### src/icr_pkg.sv
package icr_pkg;

   // Geometry and code width
   localparam int MAX_ROW_LENGTH = 1024;
   localparam int CODE_BITS      = 8;
   localparam int COL_BITS       = $clog2(MAX_ROW_LENGTH);
   localparam int LEN_BITS       = COL_BITS + 1;
   localparam int ROW_BITS       = 16;
   localparam int ROW_CNT_BITS   = ROW_BITS + 1;
   localparam int WIN_BITS       = 9;

   // Register file
   localparam int REG_COUNT     = 4;
   localparam int REG_IDX_BITS  = $clog2(REG_COUNT);
   localparam int ADDR_BITS     = REG_IDX_BITS + 2;
   localparam int DATA_BITS     = 32;

   localparam logic [REG_IDX_BITS-1:0] REG_ROW_LENGTH    = 2'd0;
   localparam logic [REG_IDX_BITS-1:0] REG_ROW_COUNT     = 2'd1;
   localparam logic [REG_IDX_BITS-1:0] REG_OCCUPIED_CODE = 2'd2;
   localparam logic [REG_IDX_BITS-1:0] REG_CLEARED_CODE  = 2'd3;

   localparam logic [LEN_BITS-1:0]  ROW_LENGTH_RESET    = LEN_BITS'(1024);
   localparam logic [ROW_BITS-1:0]  ROW_COUNT_RESET     = ROW_BITS'(1024);
   localparam logic [CODE_BITS-1:0] OCCUPIED_CODE_RESET = CODE_BITS'(100);
   localparam logic [CODE_BITS-1:0] CLEARED_CODE_RESET  = CODE_BITS'(0);

   // Window bits that are neighbors of the center cell (all but the center)
   localparam logic [WIN_BITS-1:0] NEIGHBOR_MASK = 9'h1EF;

   typedef struct packed {
      logic [LEN_BITS-1:0]  row_length;
      logic [ROW_BITS-1:0]  row_count;
      logic [CODE_BITS-1:0] occupied_code;
      logic [CODE_BITS-1:0] cleared_code;
   } cfg_type;

   // Item held between the line stores and the window stage
   typedef struct packed {
      logic                 valid;
      logic                 drop;      // pad item inside the frame
      logic                 clr;       // frame restarts before this item
      logic                 emit;      // item yields a result
      logic                 last;      // result closes the frame
      logic                 ic_zero;   // item sits in the first column
      logic                 up_ok;     // upper row lies inside the grid
      logic                 lo_ok;     // lower row lies inside the grid
      logic                 code_occ;  // entering cell is occupied
      logic [CODE_BITS-1:0] up;
      logic [CODE_BITS-1:0] lo;
   } win_item_type;

endpackage

### src/icr_if.sv


interface icr_rsp_if import icr_pkg::*; ();
   logic                 valid;
   logic                 ready;
   logic [CODE_BITS-1:0] filtered_code;
   logic                 frame_last;

   modport source (output valid, filtered_code, frame_last, input ready);
   modport sink   (input valid, filtered_code, frame_last, output ready);
endinterface

### src/icr_window.sv
module icr_window import icr_pkg::*; (
   input  logic         clock,
   input  logic         reset,
   input  cfg_type      cfg,
   input  win_item_type item,
   input  logic         item_adv,
   output logic         out_free,
   icr_rsp_if.source    rsp
);

   logic [WIN_BITS-1:0]  window_ff, window_in;
   logic [CODE_BITS-1:0] center_ff, center_in;
   logic                 out_valid_ff;
   logic [CODE_BITS-1:0] out_code_ff;
   logic                 out_last_ff;

   logic [WIN_BITS-1:0]  win_base, win_shift, win_cur;
   logic [CODE_BITS-1:0] cc_base, filt;
   logic [2:0]           col;
   logic                 isolated;

   // Shift the entering column into the window and test the center
   always_comb begin
      win_base  = item.clr ? '0 : window_ff;
      cc_base   = item.clr ? '0 : center_ff;
      col       = {item.code_occ,
                   item.lo_ok && item.lo == cfg.occupied_code,
                   item.up_ok && item.up == cfg.occupied_code};
      win_shift = {3'b000, win_base[WIN_BITS-1:3]};
      win_cur   = item.ic_zero ? win_shift : (win_shift | {col, 6'b000000});
      isolated  = cc_base == cfg.occupied_code && (win_cur & NEIGHBOR_MASK) == '0;
      filt      = isolated ? cfg.cleared_code : cc_base;
   end

   always_comb begin
      window_in = window_ff;
      center_in = center_ff;
      if (item_adv) begin
         if (item.drop) begin
            window_in = win_base;
            center_in = cc_base;
         end else if (item.last) begin
            window_in = '0;
            center_in = '0;
         end else begin
            window_in = item.ic_zero ? {col, 6'b000000} : win_cur;
            center_in = item.lo;
         end
      end
   end

   assign out_free = !out_valid_ff || rsp.ready;

   always_ff @(posedge clock) begin
      if (reset) begin
         window_ff    <= '0;
         center_ff    <= '0;
         out_valid_ff <= 1'b0;
      end else begin
         window_ff <= window_in;
         center_ff <= center_in;
         if (item_adv && item.emit)
            out_valid_ff <= 1'b1;
         else if (rsp.ready)
            out_valid_ff <= 1'b0;
      end
   end

   // Load the result register
   always_ff @(posedge clock) begin
      if (item_adv && item.emit) begin
         out_code_ff <= filt;
         out_last_ff <= item.last;
      end
   end

   assign rsp.valid         = out_valid_ff;
   assign rsp.filtered_code = out_code_ff;
   assign rsp.frame_last    = out_last_ff;

   a_frame_end_clears: assert property (@(posedge clock) disable iff (reset)
      (item_adv && item.last) |=> (window_ff == '0 && center_ff == '0))
      else $error("window not cleared after the last cell of the frame");

   a_result_loaded: assert property (@(posedge clock) disable iff (reset)
      (item_adv && item.emit) |=> out_valid_ff)
      else $error("result lost on its way to the output register");

endmodule

### src/flat_wrapper.sv
// flat-port wrapper written by rule: the top's interface ports become plain ports
module icr_window_flat import icr_pkg::*;
  (clock, reset, cfg, item, item_adv, out_free, rsp_valid, rsp_filtered_code, rsp_frame_last, rsp_ready);
  icr_rsp_if rsp_i ();
  input  logic clock;
  input  logic reset;
  input  cfg_type cfg;
  input  win_item_type item;
  input  logic item_adv;
  output logic out_free;
  output wire logic [$bits(rsp_i.valid)-1:0] rsp_valid;
  output wire logic [$bits(rsp_i.filtered_code)-1:0] rsp_filtered_code;
  output wire logic [$bits(rsp_i.frame_last)-1:0] rsp_frame_last;
  input wire logic [$bits(rsp_i.ready)-1:0] rsp_ready;
  assign rsp_valid = rsp_i.valid;
  assign rsp_filtered_code = rsp_i.filtered_code;
  assign rsp_frame_last = rsp_i.frame_last;
  assign rsp_i.ready = rsp_ready;
  icr_window u_core (.clock(clock), .reset(reset), .cfg(cfg), .item(item), .item_adv(item_adv), .out_free(out_free), .rsp(rsp_i));
endmodule
### config.mk
export PLATFORM = sky130hd
export DESIGN_NAME = icr_window_flat
export DESIGN_NICKNAME = d
export VERILOG_FILES = /design/src/icr_pkg.sv /design/src/icr_if.sv /design/src/icr_window.sv /design/src/flat_wrapper.sv
export SDC_FILE = /design/constraint.sdc
export NUM_CORES = 1
export LEC_CHECK = 0
export BUFFER_PORTS_ARGS = -buffer_cell sky130_fd_sc_hd__buf_2
export CAP_MARGIN = 10
export CELL_PAD_IN_SITES_DETAIL_PLACEMENT = 1
export CELL_PAD_IN_SITES_GLOBAL_PLACEMENT = 1
export CORE_UTILIZATION = 30
export CTS_CLUSTER_DIAMETER = 100
export DETAILED_ROUTE_END_ITERATION = 8
export GPL_TIMING_DRIVEN = 0
export PLACE_DENSITY = 0.9
export SLEW_MARGIN = 10
export SYNTH_ARGS = -nofsm -noshare
export SYNTH_HDL_FRONTEND = slang
export SYNTH_SLANG_ARGS = --single-unit
export TNS_END_PERCENT = 20
### constraint.sdc
create_clock -name clock -period 2.2 [get_ports clock]
set_input_delay 0.44 -clock clock [delete_from_list [all_inputs] [get_ports clock]]
set_output_delay 0.44 -clock clock [all_outputs]
set_load 0.1 [all_outputs]
==> impl_metrics.tcl, run 1 <==
set metrics [dict create \
    status "complete, no violations" \
    cts_tree "built" \
    grt-ovfl-total 0 \
    powerDensity_nw_per_um2 573 \
    setup_tns_ps 0 \
    crit_type "primary input to flip-flop" \
    cp-start-kind "primary input" \
    avgSynthCellArea_sq_um 9.86 \
    fin_util_pct 41.3 \
    cp_max_fo 8 \
    layout.nets 264 \
    drc 0 \
    skew_ps 10.7 \
    die_y_um 68.1 \
    synth_top_area_share_pct 22.9 \
    synthTopCellsByArea "dfxtp_1, edfxtp_1, xnor2_1" \
    fill_cells 511 \
    finalCriticalPeriod_ps 2020 \
    yosysWarnings 0 \
    via_count 1202 \
    synth_nets 205 \
    slew_headroom_pct 62.3 \
    syn_to_final_growth_pct 28.8 \
    holdBufCountCts 0 \
    clock_latency_ps 270 \
    max_freq_ghz 0.495 \
    synth_common_cells "nor2_1, xnor2_1, dfxtp_1" \
    whs_ps 374 \
    finalHoldViolCount 0 \
    chipWidth_um 68.1 \
    post-synth-top-count-cell "nor2_1" \
    io_pins 83 \
    ys_async_sr_fraction_pct 0 \
    fin_area_sq_um 1690 \
    drive_gt1_share_pct 36.1 \
    max_cap_violations 0 \
    ant_nets 0 \
    cts.path.max_buffers 2 \
    netlist_area_sq_um 1310 \
    period_share_pct 91.7 \
    row_count 23 \
    irDropWorstVdd_v 0.000209 \
    cts_made_buffers 3 \
    grt_pass1_vias 1160 \
    synth-edff-count 9 \
    yosys.area.top_type "dfxtp_1" \
    port_buffers 54 \
    dpl_cell_area_sq_um 1640 \
    place_hpwl_um 2920 \
    grt_pass1_wl_um 5400 \
    clock-sinks 24 \
    grt_usage_pct 16.0 \
    post-place-ws_ps -109 \
    tightest_slew_ps 559 \
    hold_path.class "primary input to flip-flop" \
    cp.required_ps 2230 \
    drt_first_pass_iters 4 \
    endpoint_kind "flip-flop" \
    fin_cells 241 \
    wl_per_cell_um 14.8 \
    h-tree-depth 1 \
    synth.distinct_cells 31 \
    grt_max_degree 14 \
    arrival_ps 2050 \
    clk_pin_slew_worst_paths_ps 90 \
    p_leak_nw 0.683 \
    start_util_pct 32.1 \
    synth_cells 133 \
    slew_viol_final 0 \
    dr.first_iter.drc_count 71 \
    die_area_sq_um 4640 \
    cts_resized 0 \
    synth_seq_cells 24 \
    cts_setup_buffers 0 \
    core-area_sq_um 4090 \
    synth-seq-area-share_pct 43.5 \
    rsz0062_at_grt "no" \
    power.total_mw 0.967 \
    setup_viol 0 \
    diodes 0 \
    ys.flop_type "dfxtp_1" \
    drt_wl_total_um 3560 \
    worst_slack_ps 182 \
    avgViaCountPerCell 4.99 \
    dp.cells 237 \
    antenna_found_initial 0 \
    place_congestion 0.794 \
    root_buffer "clkbuf_8" \
]
==> registers in the layout, summed over array words and instances (netlist names) <==
signal,cells
u_core.rsp.frame_last,1
u_core.rsp.valid,1
u_core.center_ff,8
u_core.window_ff,6
u_core.rsp.filtered_code,8
==> power breakdown <==
| part | internal, mW | total, mW | switching [mW] |
|---|---|---|---|
| clock | 0.130 | 0.269 | 0.139 |
| combinational | 0.0740 | 0.219 | 0.145 |
| sequential | 0.473 | 0.479 | 0.00637 |
==> area by class of cell <==
class / count / area [sq um] / share of cell area, %
multi-input combinational: 102 / 713 / 42.2
sequential: 24 / 571 / 33.8
timing repair buffer: 54 / 270 / 16.0
tap: 50 / 62.6 / 3.70
clock buffer: 4 / 45.0 / 2.67
buffer: 4 / 16.3 / 0.963
inverter: 3 / 11.3 / 0.667
==> cell families (layout without fill, tap and decap cells) <==
group,count (synthesis),after routing,synth area share (%)
AND/OR/NAND/NOR,47,47,19.6
AO/OA/AOI/OAI,28,28,15.3
flip-flops,24,24,43.5
XOR/XNOR,19,19,12.7
multiplexers,8,8,6.87
buffers and inverters,7,65,2.10
==> final timing paths <==
check	start	end	slack, ps	cells after the start
max	cfg[10]	u_core.rsp.filtered_code[1]	180	7
min	item[20]	u_core.rsp.frame_last	370	1
max reg2reg	u_core.center_ff[0]	u_core.rsp.filtered_code[1]	310	6
min reg2reg	u_core.rsp.valid	u_core.rsp.valid	500	2
==> critical path: stages <==
cell and delay, ps:
buf_2 140, xnor2_1 180, nand3_1 110, nor4_2 350, nor3_1 140, o21ai_4 300, mux2_2 390
==> cell usage in the layout, fill, tap and decap left out, types with 4 or more instances in the layout <==
| master | count |
|---|---|
| nor2_1 | 21 |
| edfxtp_1 | 9 |
| o21ai_0 | 5 |
| nor2b_1 | 8 |
| dfxtp_1 | 15 |
| mux2_2 | 8 |
| xnor2_1 | 16 |
| clkbuf_1 | 4 |
| buf_2 | 55 |
| a22oi_1 | 14 |
==> routing by layer <==
metal / share of wire (%) / wire length [um] / global-route usage [%]
met5: 0 / 0 / 0
met4: 1.5 / 52 / 5.47
met3: 5.2 / 184 / 2.50
met2: 50 / 1780 / 28.2
met1: 43 / 1540 / 19.5
No activity file was read; power rests on OpenSTA's default activity.
==> inputs of run 2 (changes only) <==
Settings changed: PLACE_DENSITY 0.9 to 0.84.
==> run 2 against run 1 <==
  * Die area unchanged
  * Register-to-register slack got worse by 30 ps
  * Largest power group unchanged
  * Final cell count unchanged
  * Largest cell class unchanged
  * Highest routed layer unchanged
  * Critical path type unchanged
  * Sequential cell count unchanged
  * Clock skew decreased by 3.9 ps
  * Core utilization increased by 0.52 points
==> impl_metrics.tcl, run 2 (synthesis gave the netlist of run 1 again) <==
set metrics [dict create \
    status "complete, no violations" \
    reg2reg_from "u_core.center_ff[6]" \
    final_common_cell "buf_2" \
    cp.required_ps 2230 \
    grt_usage_pct 16.6 \
    io_pins 83 \
    cp_slowest_stage_delay_ps 380 \
    grt-ovfl-total 0 \
    slew_viol_final 0 \
    core-area_sq_um 4090 \
    syn_to_final_growth_pct 30.4 \
    finalCriticalPeriod_ps 2020 \
    cts_made_buffers 3 \
    clock-sinks 24 \
    via_count 1212 \
    drt_first_pass_iters 4 \
    cts_setup_buffers 0 \
    drc 0 \
    mostFrequentLayoutCells "buf_2, nor2_1, xnor2_1" \
    clk_pin_slew_worst_paths_ps 90 \
    tightest_slew_ps 534 \
    hold_path.class "primary input to flip-flop" \
    cp_top_family "simple AND/OR/NAND/NOR gates" \
    grt_pass1_wl_um 5550 \
    startpoint "cfg[10]" \
    cts_tree "built" \
    crit_type "primary input to flip-flop" \
    die_y_um 68.1 \
    cts_resized 0 \
    ant_nets 0 \
    cp-start-kind "primary input" \
    drt_wl_total_um 3600 \
    skew_ps 6.74 \
    rsz0062_at_grt "no" \
    dr.first_iter.drc_count 47 \
    crit_buf_inv 1 \
    avgViaCountPerCell 5.03 \
    port_buffers 54 \
    min-delay-start "item[20]" \
    finalHoldViolCount 0 \
    arrival_ps 2050 \
    slew_headroom_pct 64.0 \
    path_cells "buf_2 > xnor2_1 > nand3_1 > nor4_2 > nor3_1 > o21ai_4 > mux2_2" \
    holdBufCountCts 0 \
    r2r-end "u_core.rsp.filtered_code[2]" \
    critical_path.endpoint "u_core.rsp.filtered_code[2]" \
    start_util_pct 32.1 \
    p_leak_nw 0.694 \
    slowest_stage "mux2_2" \
    grt_max_degree 15 \
    ff2ff_path_depth 6 \
    irDropWorstVdd_v 0.000206 \
    antenna_found_initial 0 \
    diodes 0 \
    cp_max_fo 8 \
    die_area_sq_um 4640 \
    root_buffer "clkbuf_8" \
    clock_latency_ps 280 \
    layout.nets 264 \
    chipWidth_um 68.1 \
    powerDensity_nw_per_um2 614 \
    period_share_pct 91.8 \
    power.total_mw 1.05 \
    setup_viol 0 \
    path_depth 7 \
    row_count 23 \
    cts.path.max_buffers 2 \
    max_cap_violations 0 \
    place_congestion 0.823 \
    endpoint_kind "flip-flop" \
    place_hpwl_um 2950 \
    setup_tns_ps 0 \
    h-tree-depth 1 \
    wl_per_cell_um 14.9 \
    whs_ps 358 \
    max_freq_ghz 0.495 \
    rrSetupSlack_ps 280 \
    grt_pass1_vias 1197 \
    drive_gt1_share_pct 36.6 \
]
[run 2: cell counts in the layout (fill, tap and decap cells not counted)]
No cell type changed its count.
[run 2: where the power goes]
group / internal [mW] / total (mW) / switching (mW)
registers: 0.473 / 0.479 / 0.00636
logic: 0.0739 / 0.216 / 0.142
clock network: 0.198 / 0.355 / 0.157
total: 0.745 / 1.05 / 0.305
[run 2: how the worst min path moves through the flow]
stage / cells after the start / slack [ps] / to
2_1_floorplan: 2 / 470 / u_core.window_ff[4]
3_3_place_gp: 2 / 480 / u_core.rsp.valid
3_5_place_dp: 2 / 510 / u_core.window_ff[3]
4_1_cts: 1 / 350 / u_core.rsp.frame_last
5_1_grt: 1 / 350 / u_core.rsp.frame_last
6_report: 1 / 360 / u_core.rsp.frame_last
[run 2: metrics by stage]
stage	cell area, sq um	std cells	util, %	worst slack (ps)
3_5_place_dp	1640	237	40.2	-154
4_1_cts	1710	241	41.9	142
3_3_place_gp	1640	237	40.2	-140
2_1_floorplan	1310	133	-	4.60
6_report	1710	241	41.9	180
5_1_grt	1710	241	41.9	43.2
[run 2: worst register-to-register path, delay by kind of cell (launching register included)]
family	cells	cell delay [ps]
AOI/OAI and AO/OA	3	480
muxes	1	300
and+or+nand+nor	2	540
DFF	1	360
[run 2: per-layer routing]
metal	global-route usage, %	wire, um	vias to the layer above
li1	-	-	600
met1	20.6	1590	565
met4	7.55	68	0
met3	1.50	205	5
met5	0	0	-
met2	28.7	1730	42
[run 2: area by class of cell]
| type | instances | area [sq um] |
|---|---|---|
| fill | 511 | 2380 |
| multi-input combinational | 102 | 713 |
| sequential | 24 | 571 |
| timing repair buffer | 54 | 270 |
| clock buffer | 4 | 66.3 |
| tap | 50 | 62.6 |
| buffer | 4 | 16.3 |
| inverter | 3 | 11.3 |
