===== config.mk =====
export PLATFORM = sky130hd
export DESIGN_NAME = icr_csr
export DESIGN_NICKNAME = d
export VERILOG_FILES = /design/src/icr_pkg.sv /design/src/icr_csr.sv
export SDC_FILE = /design/constraint.sdc
export NUM_CORES = 1
export LEC_CHECK = 0
export ABC_CLOCK_PERIOD_IN_PS = 1050
export BUFFER_PORTS_ARGS = -buffer_cell sky130_fd_sc_hd__buf_2
export CAP_MARGIN = 0
export CORE_MARGIN = 1.5
export CORE_UTILIZATION = 41
export CTS_CLUSTER_SIZE = 20
export DETAILED_ROUTE_END_ITERATION = 8
export HOLD_SLACK_MARGIN = 0.02
export PLACE_DENSITY = 0.77
export SLEW_MARGIN = 20
export SYNTH_ARGS = -nofsm -noshare
export SYNTH_HDL_FRONTEND = slang
export SYNTH_SLANG_ARGS = --single-unit
export TNS_END_PERCENT = 5

===== constraint.sdc =====
create_clock -name clock -period 1.05 [get_ports clock]
set_clock_uncertainty 0.2 [all_clocks]
set_input_delay 0.0525 -clock clock [delete_from_list [all_inputs] [get_ports clock]]
set_output_delay 0.0525 -clock clock [all_outputs]
set_load 0.01 [all_outputs]

===== src/icr_pkg.sv =====
package icr_pkg;

   // Geometry and code width
   localparam int MAX_ROW_LENGTH = 1024;
   localparam int CODE_BITS      = 8;
   localparam int COL_BITS       = $clog2(MAX_ROW_LENGTH);
   localparam int LEN_BITS       = COL_BITS + 1;
   localparam int ROW_BITS       = 16;
   localparam int ROW_CNT_BITS   = ROW_BITS + 1;
   localparam int WIN_BITS       = 9;

   // Register file
   localparam int REG_COUNT     = 4;
   localparam int REG_IDX_BITS  = $clog2(REG_COUNT);
   localparam int ADDR_BITS     = REG_IDX_BITS + 2;
   localparam int DATA_BITS     = 32;

   localparam logic [REG_IDX_BITS-1:0] REG_ROW_LENGTH    = 2'd0;
   localparam logic [REG_IDX_BITS-1:0] REG_ROW_COUNT     = 2'd1;
   localparam logic [REG_IDX_BITS-1:0] REG_OCCUPIED_CODE = 2'd2;
   localparam logic [REG_IDX_BITS-1:0] REG_CLEARED_CODE  = 2'd3;

   localparam logic [LEN_BITS-1:0]  ROW_LENGTH_RESET    = LEN_BITS'(1024);
   localparam logic [ROW_BITS-1:0]  ROW_COUNT_RESET     = ROW_BITS'(1024);
   localparam logic [CODE_BITS-1:0] OCCUPIED_CODE_RESET = CODE_BITS'(100);
   localparam logic [CODE_BITS-1:0] CLEARED_CODE_RESET  = CODE_BITS'(0);

   // Window bits that are neighbors of the center cell (all but the center)
   localparam logic [WIN_BITS-1:0] NEIGHBOR_MASK = 9'h1EF;

   typedef struct packed {
      logic [LEN_BITS-1:0]  row_length;
      logic [ROW_BITS-1:0]  row_count;
      logic [CODE_BITS-1:0] occupied_code;
      logic [CODE_BITS-1:0] cleared_code;
   } cfg_type;

   // Item held between the line stores and the window stage
   typedef struct packed {
      logic                 valid;
      logic                 drop;      // pad item inside the frame
      logic                 clr;       // frame restarts before this item
      logic                 emit;      // item yields a result
      logic                 last;      // result closes the frame
      logic                 ic_zero;   // item sits in the first column
      logic                 up_ok;     // upper row lies inside the grid
      logic                 lo_ok;     // lower row lies inside the grid
      logic                 code_occ;  // entering cell is occupied
      logic [CODE_BITS-1:0] up;
      logic [CODE_BITS-1:0] lo;
   } win_item_type;

endpackage


===== src/icr_csr.sv =====
module icr_csr import icr_pkg::*; (
   input  logic                 clock,
   input  logic                 reset,
   input  logic                 psel,
   input  logic                 penable,
   input  logic                 pwrite,
   input  logic [ADDR_BITS-1:0] paddr,
   input  logic [DATA_BITS-1:0] pwdata,
   output logic [DATA_BITS-1:0] prdata,
   output logic                 pready,
   output cfg_type              cfg
);

   cfg_type                 cfg_ff;
   logic                    wr_en;
   logic [REG_IDX_BITS-1:0] idx;

   assign pready = 1'b1;
   assign wr_en  = psel && penable && pwrite;
   assign idx    = paddr[ADDR_BITS-1:2];
   assign cfg    = cfg_ff;

   // Register writes on the access phase
   always_ff @(posedge clock) begin
      if (reset) begin
         cfg_ff.row_length    <= ROW_LENGTH_RESET;
         cfg_ff.row_count     <= ROW_COUNT_RESET;
         cfg_ff.occupied_code <= OCCUPIED_CODE_RESET;
         cfg_ff.cleared_code  <= CLEARED_CODE_RESET;
      end else if (wr_en) begin
         unique case (idx)
            REG_ROW_LENGTH:    cfg_ff.row_length    <= pwdata[LEN_BITS-1:0];
            REG_ROW_COUNT:     cfg_ff.row_count     <= pwdata[ROW_BITS-1:0];
            REG_OCCUPIED_CODE: cfg_ff.occupied_code <= pwdata[CODE_BITS-1:0];
            REG_CLEARED_CODE:  cfg_ff.cleared_code  <= pwdata[CODE_BITS-1:0];
         endcase
      end
   end

   // Read back
   always_comb begin
      unique case (idx)
         REG_ROW_LENGTH:    prdata = DATA_BITS'(cfg_ff.row_length);
         REG_ROW_COUNT:     prdata = DATA_BITS'(cfg_ff.row_count);
         REG_OCCUPIED_CODE: prdata = DATA_BITS'(cfg_ff.occupied_code);
         REG_CLEARED_CODE:  prdata = DATA_BITS'(cfg_ff.cleared_code);
      endcase
   end

endmodule


==> results of run 1 <==
-- power breakdown --
part	leakage (nW)	switching (mW)	total, mW	internal [mW]
registers	0.362	0.0156	1.67	1.65
clock network	0.0513	0.550	1.25	0.698
logic	1.28	0.235	0.510	0.275
total	1.69	0.800	3.43	2.63
-- kinds of logic after synthesis --
family	count (synthesis)	share of synthesized area, %
mux	44	24.1
simple gates	74	20.6
buf+inv	31	10.9
other cells	2	0.335
flops	43	38.4
compound gates	20	5.58
-- cell usage after synthesis (all sizes together) --
master	n
dfxtp	43
nor2	14
and3	1
and2	6
a21bo	5
nand4	1
nand2	1
buf	28
a21oi	5
mux4	8
or2	1
nor2b	6
conb	2
nand3	6
o21ai	10
clkbuf	3
mux2i	36
nand2b	38
-- through the flow --
step,hold WS [ps],util [%],power [mW],std cells
6_report,-45.0,68.5,3.43,419
3_3_place_gp,111,56.9,2.12,395
4_1_cts,-37.2,66.7,3.43,418
5_1_grt,-37.6,68.5,3.54,419
2_1_floorplan,-0.0407,-,2.00,229
3_5_place_dp,118,56.9,2.12,395
-- cell usage in the layout (no fill, tap or decap), drive strengths merged --
cell and count:
a21bo 5, a21oi 5, and2 6, and3 1
buf 128, bufinv 1, clkbuf 6, conb 17
dfxtp 43, dlygate4sd3 16, mux2i 36, mux4 8
nand2 1, nand2b 38, nand3 6, nand4 1
nor2 14, nor2b 6, o21ai 10, or2 1
-- final cells by class --
cell class / count / area (µm²) / area share (%)
timing repair buffer: 144 / 1270 / 35.6
tap: 70 / 87.6 / 2.46
clock buffer: 6 / 72.6 / 2.04
clock inverter: 1 / 30.0 / 0.842
multi-input combinational: 155 / 1200 / 33.6
sequential: 43 / 910 / 25.5
-- timing repair --
| item | 4_1_cts | 5_1_grt |
|---|---|---|
| setup endpoints to repair | 50 | 54 |
| setup buffers | 0 | 1 |
| pin swaps | 0 | 2 |
| endpoints found under the hold margin | 43 | 6 |
| resized for setup | 60 | 30 |
-- routing by layer --
layer / GRT usage, % / wire length, µm
met1: 22.9 / 2480
met2: 38.6 / 3250
met3: 4.05 / 267
met4: 6.85 / 148
met5: 0 / 0
-- worst max-delay path, delay by kind of cell (launching register included) --
kind | cells | cell delay (ps)
buffers and inverters | 1 | 140
DFF | 1 | 330
muxes | 1 | 490
-- path summary, 6_finish.rpt --
check           from  cells past startpoint         to
max           cfg[7]                      2  prdata[7]
min            reset                      4     cfg[8]
max reg2reg   cfg[8]                      4     cfg[8]
min reg2reg  cfg[40]                      2    cfg[40]
==> metrics.yaml, run 1 <==
outcome: "finished with violations"
violations: "hold timing, setup timing"
path_max_fanout: 2
clock-root-buffer: "clkbuf_8"
ir_worst_vdd_mv: 1.23
gr-total-overflow: 0
synth.distinct_cells: 24
numCtsBuffers: 5
dpl.hpwl_um: 4050
cts.clk_slew.worst_paths_ps: 80
grt_pass1_wl_um: 9520
cts_max_path_buffers: 2
dieArea_um2: 5920
worstSetupPathType: "register to output pin"
largest_reg_flops: 43
slowest_stage: "mux4_2"
yosysSeqAreaShare_pct: 38.4
grt_pass1_vias: 1985
nNetsFinal: 390
portBuffers: 81
critPathRequiredTime_ps: 800
viasPerCell: 4.74
rrSetupSlack_ps: 20
die_h_um: 77.0
cp-end-kind: "output pin"
vias: 1987
setup_viol: 45
yosysWarningCount: 0
start_util_pct: 43.1
avgSynthCellArea_um2: 10.5
arrival_ps: 1260
synth_area_um2: 2240
htree_levels: 2
flow.area_growth_from_synthesis_pct: 59.0
num_antenna_cells: 0
clock_sinks: 43
path_cells: "mux4_2 -> buf_6"
drive_above_1_share_pct: 55.6
antenna_found_initial: 0
cts_tree: "built"
wl_per_cell_um: 14.7
ant_nets: 0
routed_wl_um: 6140
max_cap_viol_count: 0
hold_buffers: 16
synthTopCellsByArea: "dfxtp_1, mux2i_1, nand2b_1"
ys_ff_latch: 43
synth_top_area_share_pct: 38.4
fill_cells: 394
fin_area_um2: 3560
post-route-period-util_pct: 144
min_period_ps: 1510
slowest_delay_ps: 490
hold_path.class: "input pin to register"
ios: 117
clk_latency_ps: 280
slew_viol_final: 0
place_congestion: 0.791
place_area_um2: 2960
crit_path_start_kind: "register"
drc: 0
power_density_nw_per_um2: 961
grt_start_max_net_pins: 29
drt_first_pass_iters: 4
dr.first_iter.drc_count: 57
groute.usage.overall_pct: 20.5
rsz0062_at_grt: "true"
dp_slack_ps: -232
setup_ws_ps: -458
fmax_mhz: 663
yosysTopAreaCell: "dfxtp_1"
row_count: 26
syn-instance-count: 214
fp.coreArea_um2: 5200
hold_violations: 3
die_x_um: 77.0
setup_tns_ps: -5540
p_leak_nw: 1.69
whs_ps: -45.0
Power figures use the tool's default switching activity.
==> inputs of run 2 (changes only) <==
--- a/config.mk
+++ b/config.mk
@@ -13,7 +13,7 @@
 export CTS_CLUSTER_SIZE = 20
 export DETAILED_ROUTE_END_ITERATION = 8
 export HOLD_SLACK_MARGIN = 0.02
-export PLACE_DENSITY = 0.77
+export PLACE_DENSITY_LB_ADDON = 0.25
 export SLEW_MARGIN = 20
 export SYNTH_ARGS = -nofsm -noshare
 export SYNTH_HDL_FRONTEND = slang
==> metrics.yaml, run 2 (same netlist as run 1, synthesis figures left out) <==
outcome: "finished with violations"
violations: "setup timing"
largest_reg_flops: 43
slew_viol_final: 0
vias: 1973
arrival_ps: 1240
clk_latency_ps: 280
nNetsFinal: 393
p_total_mw: 3.18
fill_cells: 414
cts.clk_slew.worst_paths_ps: 80
drive_above_1_share_pct: 56.1
place_congestion: 0.813
cp-end-kind: "output pin"
clock_sinks: 43
path_max_fanout: 2
die_x_um: 77.0
ant_nets: 0
wl_per_cell_um: 13.9
clock-root-buffer: "clkbuf_8"
crit_path_start_kind: "register"
min_period_ps: 1500
drt_first_pass_iters: 4
viasPerCell: 4.69
dieArea_um2: 5920
grt_start_max_net_pins: 31
setup_viol: 43
hold_path.class: "input pin to register"
routed_wl_um: 5850
hold_start: "reset"
r2r-start: "cfg[8]"
htree_levels: 2
dp_slack_ps: -187
grt_pass1_vias: 1937
ir_worst_vdd_mv: 0.572
hold_violations: 0
whs_ps: 47.9
mostFrequentLayoutCell: "buf_6"
dpl.hpwl_um: 3890
crit_start: "cfg[6]"
power_density_nw_per_um2: 896
flow.area_growth_from_synthesis_pct: 58.3
setup_ws_ps: -447
drc: 0
fin_util_pct: 68.2
ios: 117
critPathRequiredTime_ps: 800
antenna_found_initial: 0
fp.coreArea_um2: 5200
grt_pass1_wl_um: 9410
worstSetupPathType: "register to output pin"
max_cap_viol_count: 0
cts_tree: "built"
fmax_mhz: 668
rsz0062_at_grt: "true"
groute.usage.overall_pct: 20.0
p_leak_nw: 1.69
die_h_um: 77.0
layout_common_cells: "buf_6, buf_2, dfxtp_2, nand2b_1, mux2i_1"
dp.cells: 397
post-route-period-util_pct: 143
gr-total-overflow: 0
numCtsBuffers: 5
start_util_pct: 43.1
portBuffers: 81
num_antenna_cells: 0
row_count: 26
dr.first_iter.drc_count: 57
layout.cells.non_filler: 421
cts_max_path_buffers: 2
## run 2: area by class of cell
class	count	area, µm²	share of cell area [%]
Multi-Input combinational cell	155	1200	33.7
Timing Repair Buffer	147	1280	36.0
Clock inverter	1	7.51	0.211
Clock buffer	5	68.8	1.94
Tap cell	70	87.6	2.47
Sequential cell	43	910	25.6
## run 2: critical path, stage by stage (launching register included)
cell	delay (ps)
dfxtp_2	330
mux4_2	470
buf_2	150
## run 2: repair_timing
item | in CTS | in global routing
gates cloned | 0 | 0
setup endpoints to repair | 47 | 54
hold buffers | 16 | 0
hold endpoints to repair | 43 | 0
buffers inserted | 1 | 1
resized for setup | 47 | 40
## run 2: final timing paths
| check | end | slack, ps | depth (start not counted) |
|---|---|---|---|
| hold reg to reg | cfg[24] | 280 | 2 |
| setup reg to reg | cfg[8] | 50 | 4 |
| hold / removal | cfg[29] | 50 | 3 |
| setup / recovery | prdata[6] | -450 | 2 |
## run 2: routing by layer
layer | share of wire (%) | global-route usage (%) | vias to the layer above | routed length (µm)
met4 | 1.3 | 5.19 | 0 | 78
met1 | 42 | 23.8 | 950 | 2450
met5 | 0 | 0 | - | 0
li1 | - | - | 963 | -
met2 | 53 | 36.5 | 53 | 3120
met3 | 3.3 | 3.93 | 7 | 194
## run 2: power breakdown
part	switching, mW	total [mW]	internal [mW]
sequential	0.0153	1.67	1.65
clock	0.553	0.995	0.442
combinational	0.234	0.518	0.284
total	0.802	3.18	2.38
## run 2: through the flow
stage / cell area, µm² / TNS [ps]
6_report: 3550 / -5550
5_1_grt: 3550 / -6930
4_1_cts: 3420 / -5880
3_5_place_dp: 2980 / -7010
3_3_place_gp: 2980 / -6410
2_1_floorplan: 2330 / -230
==> inputs of run 3 (changes only) <==
--- a/config.mk
+++ b/config.mk
@@ -14,6 +14,7 @@
 export DETAILED_ROUTE_END_ITERATION = 8
 export HOLD_SLACK_MARGIN = 0.02
 export PLACE_DENSITY_LB_ADDON = 0.25
+export REMOVE_ABC_BUFFERS = 1
 export SLEW_MARGIN = 20
 export SYNTH_ARGS = -nofsm -noshare
 export SYNTH_HDL_FRONTEND = slang
==> metrics.yaml, run 3 (same netlist as run 1, synthesis figures left out) <==
critPathRequiredTime_ps: 800
dpl.hpwl_um: 3960
cts.clk_slew.worst_paths_ps: 80
die_h_um: 77.0
rsz0062_at_grt: "true"
ios: 117
drc: 0
drt_first_pass_iters: 4
dr.first_iter.drc_count: 77
ir_worst_vdd_mv: 0.625
start_util_pct: 43.1
arrival_ps: 1260
antenna_found_initial: 0
row_count: 26
clock-root-buffer: "clkbuf_8"
path_max_fanout: 2
p_leak_nw: 1.72
setup.worst_path.end: "prdata[4]"
layout_common_cells: "buf_6, buf_2, nand2b_1, mux2i_1, dfxtp_2"
r2r-start: "cfg[11]"
htree_levels: 2
dieArea_um2: 5920
slew_viol_final: 0
wl_per_cell_um: 13.9
fmax_mhz: 661
grt_pass1_wl_um: 9350
setup_viol: 47
p_total_mw: 3.20
mostFrequentLayoutCell: "buf_6"
max_cap_viol_count: 0
crit_start: "cfg[4]"
cts_max_path_buffers: 2
path_cells: "mux4_2 -> buf_6"
die_x_um: 77.0
portBuffers: 81
gr-total-overflow: 0
fp.coreArea_um2: 5200
num_antenna_cells: 0
worstSetupPathType: "register to output pin"
slowest_stage: "mux4_2"
cp-end-kind: "output pin"
worst-r2r-cell-count: 4
hold_violations: 0
post-route-period-util_pct: 144
drive_above_1_share_pct: 54.5
groute.usage.overall_pct: 19.9
nNetsFinal: 396
clock_sinks: 43
place_congestion: 0.761
rrSetupSlack_ps: 40
grt_start_max_net_pins: 32
numCtsBuffers: 5
outcome: "finished with violations"
fill_cells: 428
crit_path_start_kind: "register"
vias: 1983
flow.area_growth_from_synthesis_pct: 59.7
worstReg2RegEnd: "cfg[11]"
slowest_delay_ps: 490
setup_ws_ps: -463
violations: "setup timing"
power_density_nw_per_um2: 895
grt_pass1_vias: 2007
routed_wl_um: 5920
layout.cells.non_filler: 426
hold_path.class: "input pin to register"
dp.cells: 400
viasPerCell: 4.65
largest_reg_flops: 43
ant_nets: 0
cts_tree: "built"
min_period_ps: 1510
clk_latency_ps: 290
-- run 3: cell types whose count changed in the layout (fill, tap and decap cells not counted), sizes merged --
| cell | change |
|---|---|
| buf | +2 |
| clkbuf | +2 |
| clkinv | +1 |
| clkinvlp | -1 |
| dlymetal6s4s | +1 |
-- run 3: worst min-delay path by stage --
stage,from,to,slack [ps],cells after the start
2_1_floorplan,reset,cfg[27],-80,1
3_3_place_gp,pwdata[14],cfg[30],110,3
3_5_place_dp,pwdata[14],cfg[30],110,3
4_1_cts,reset,cfg[10],30,4
5_1_grt,reset,cfg[26],50,4
6_report,reset,cfg[10],30,4
-- run 3: power by group --
group	total, mW	switching (mW)	internal [mW]
sequential	1.67	0.0140	1.65
clock	1.02	0.549	0.467
combinational	0.522	0.236	0.286
total	3.20	0.799	2.41
-- run 3: metal layers --
layer  part of all wire [%]  GRT usage (%)  vias to the layer above
li1                       -              -                      972
met2                     49           34.6                       66
met5                      0              0                        -
met4                   0.96           5.56                        0
met3                    5.0           4.88                        7
met1                     45           24.3                      938
-- run 3: repair_timing --
action | 4_1_cts | 5_1_grt
hold buffers | 17 | 0
setup endpoints to repair | 53 | 65
gates resized for setup | 31 | 64
setup buffers | 0 | 1
hold endpoints to repair | 43 | 0
-- run 3: cell type report --
cell class	instances	area (µm²)	share of cell area, %
clock buffers	7	76.3	2.13
repair buffers	150	1310	36.5
clock inverters	1	5.00	0.140
well taps	70	87.6	2.45
multi-input cells	155	1200	33.6
flip-flops and latches	43	901	25.2
-- run 3: critical path: cells and delay by family (launching register included) --
| kind | cells | cell delay [ps] |
|---|---|---|
| multiplexers | 1 | 490 |
| flip-flops | 1 | 330 |
| buffers and inverters | 1 | 140 |
-- run 3: through the flow --
stage	worst slack (ps)	utilization [%]	area, µm²	hold slack [ps]	setup TNS (ps)
2_1_floorplan	-31.8	-	2050	-78.4	-254
3_3_place_gp	-186	57.2	2980	111	-5430
3_5_place_dp	-189	57.2	2980	113	-6010
4_1_cts	-454	64.0	3330	31.2	-7190
5_1_grt	-481	68.8	3580	50.7	-7630
6_report	-463	68.8	3580	28.9	-6010
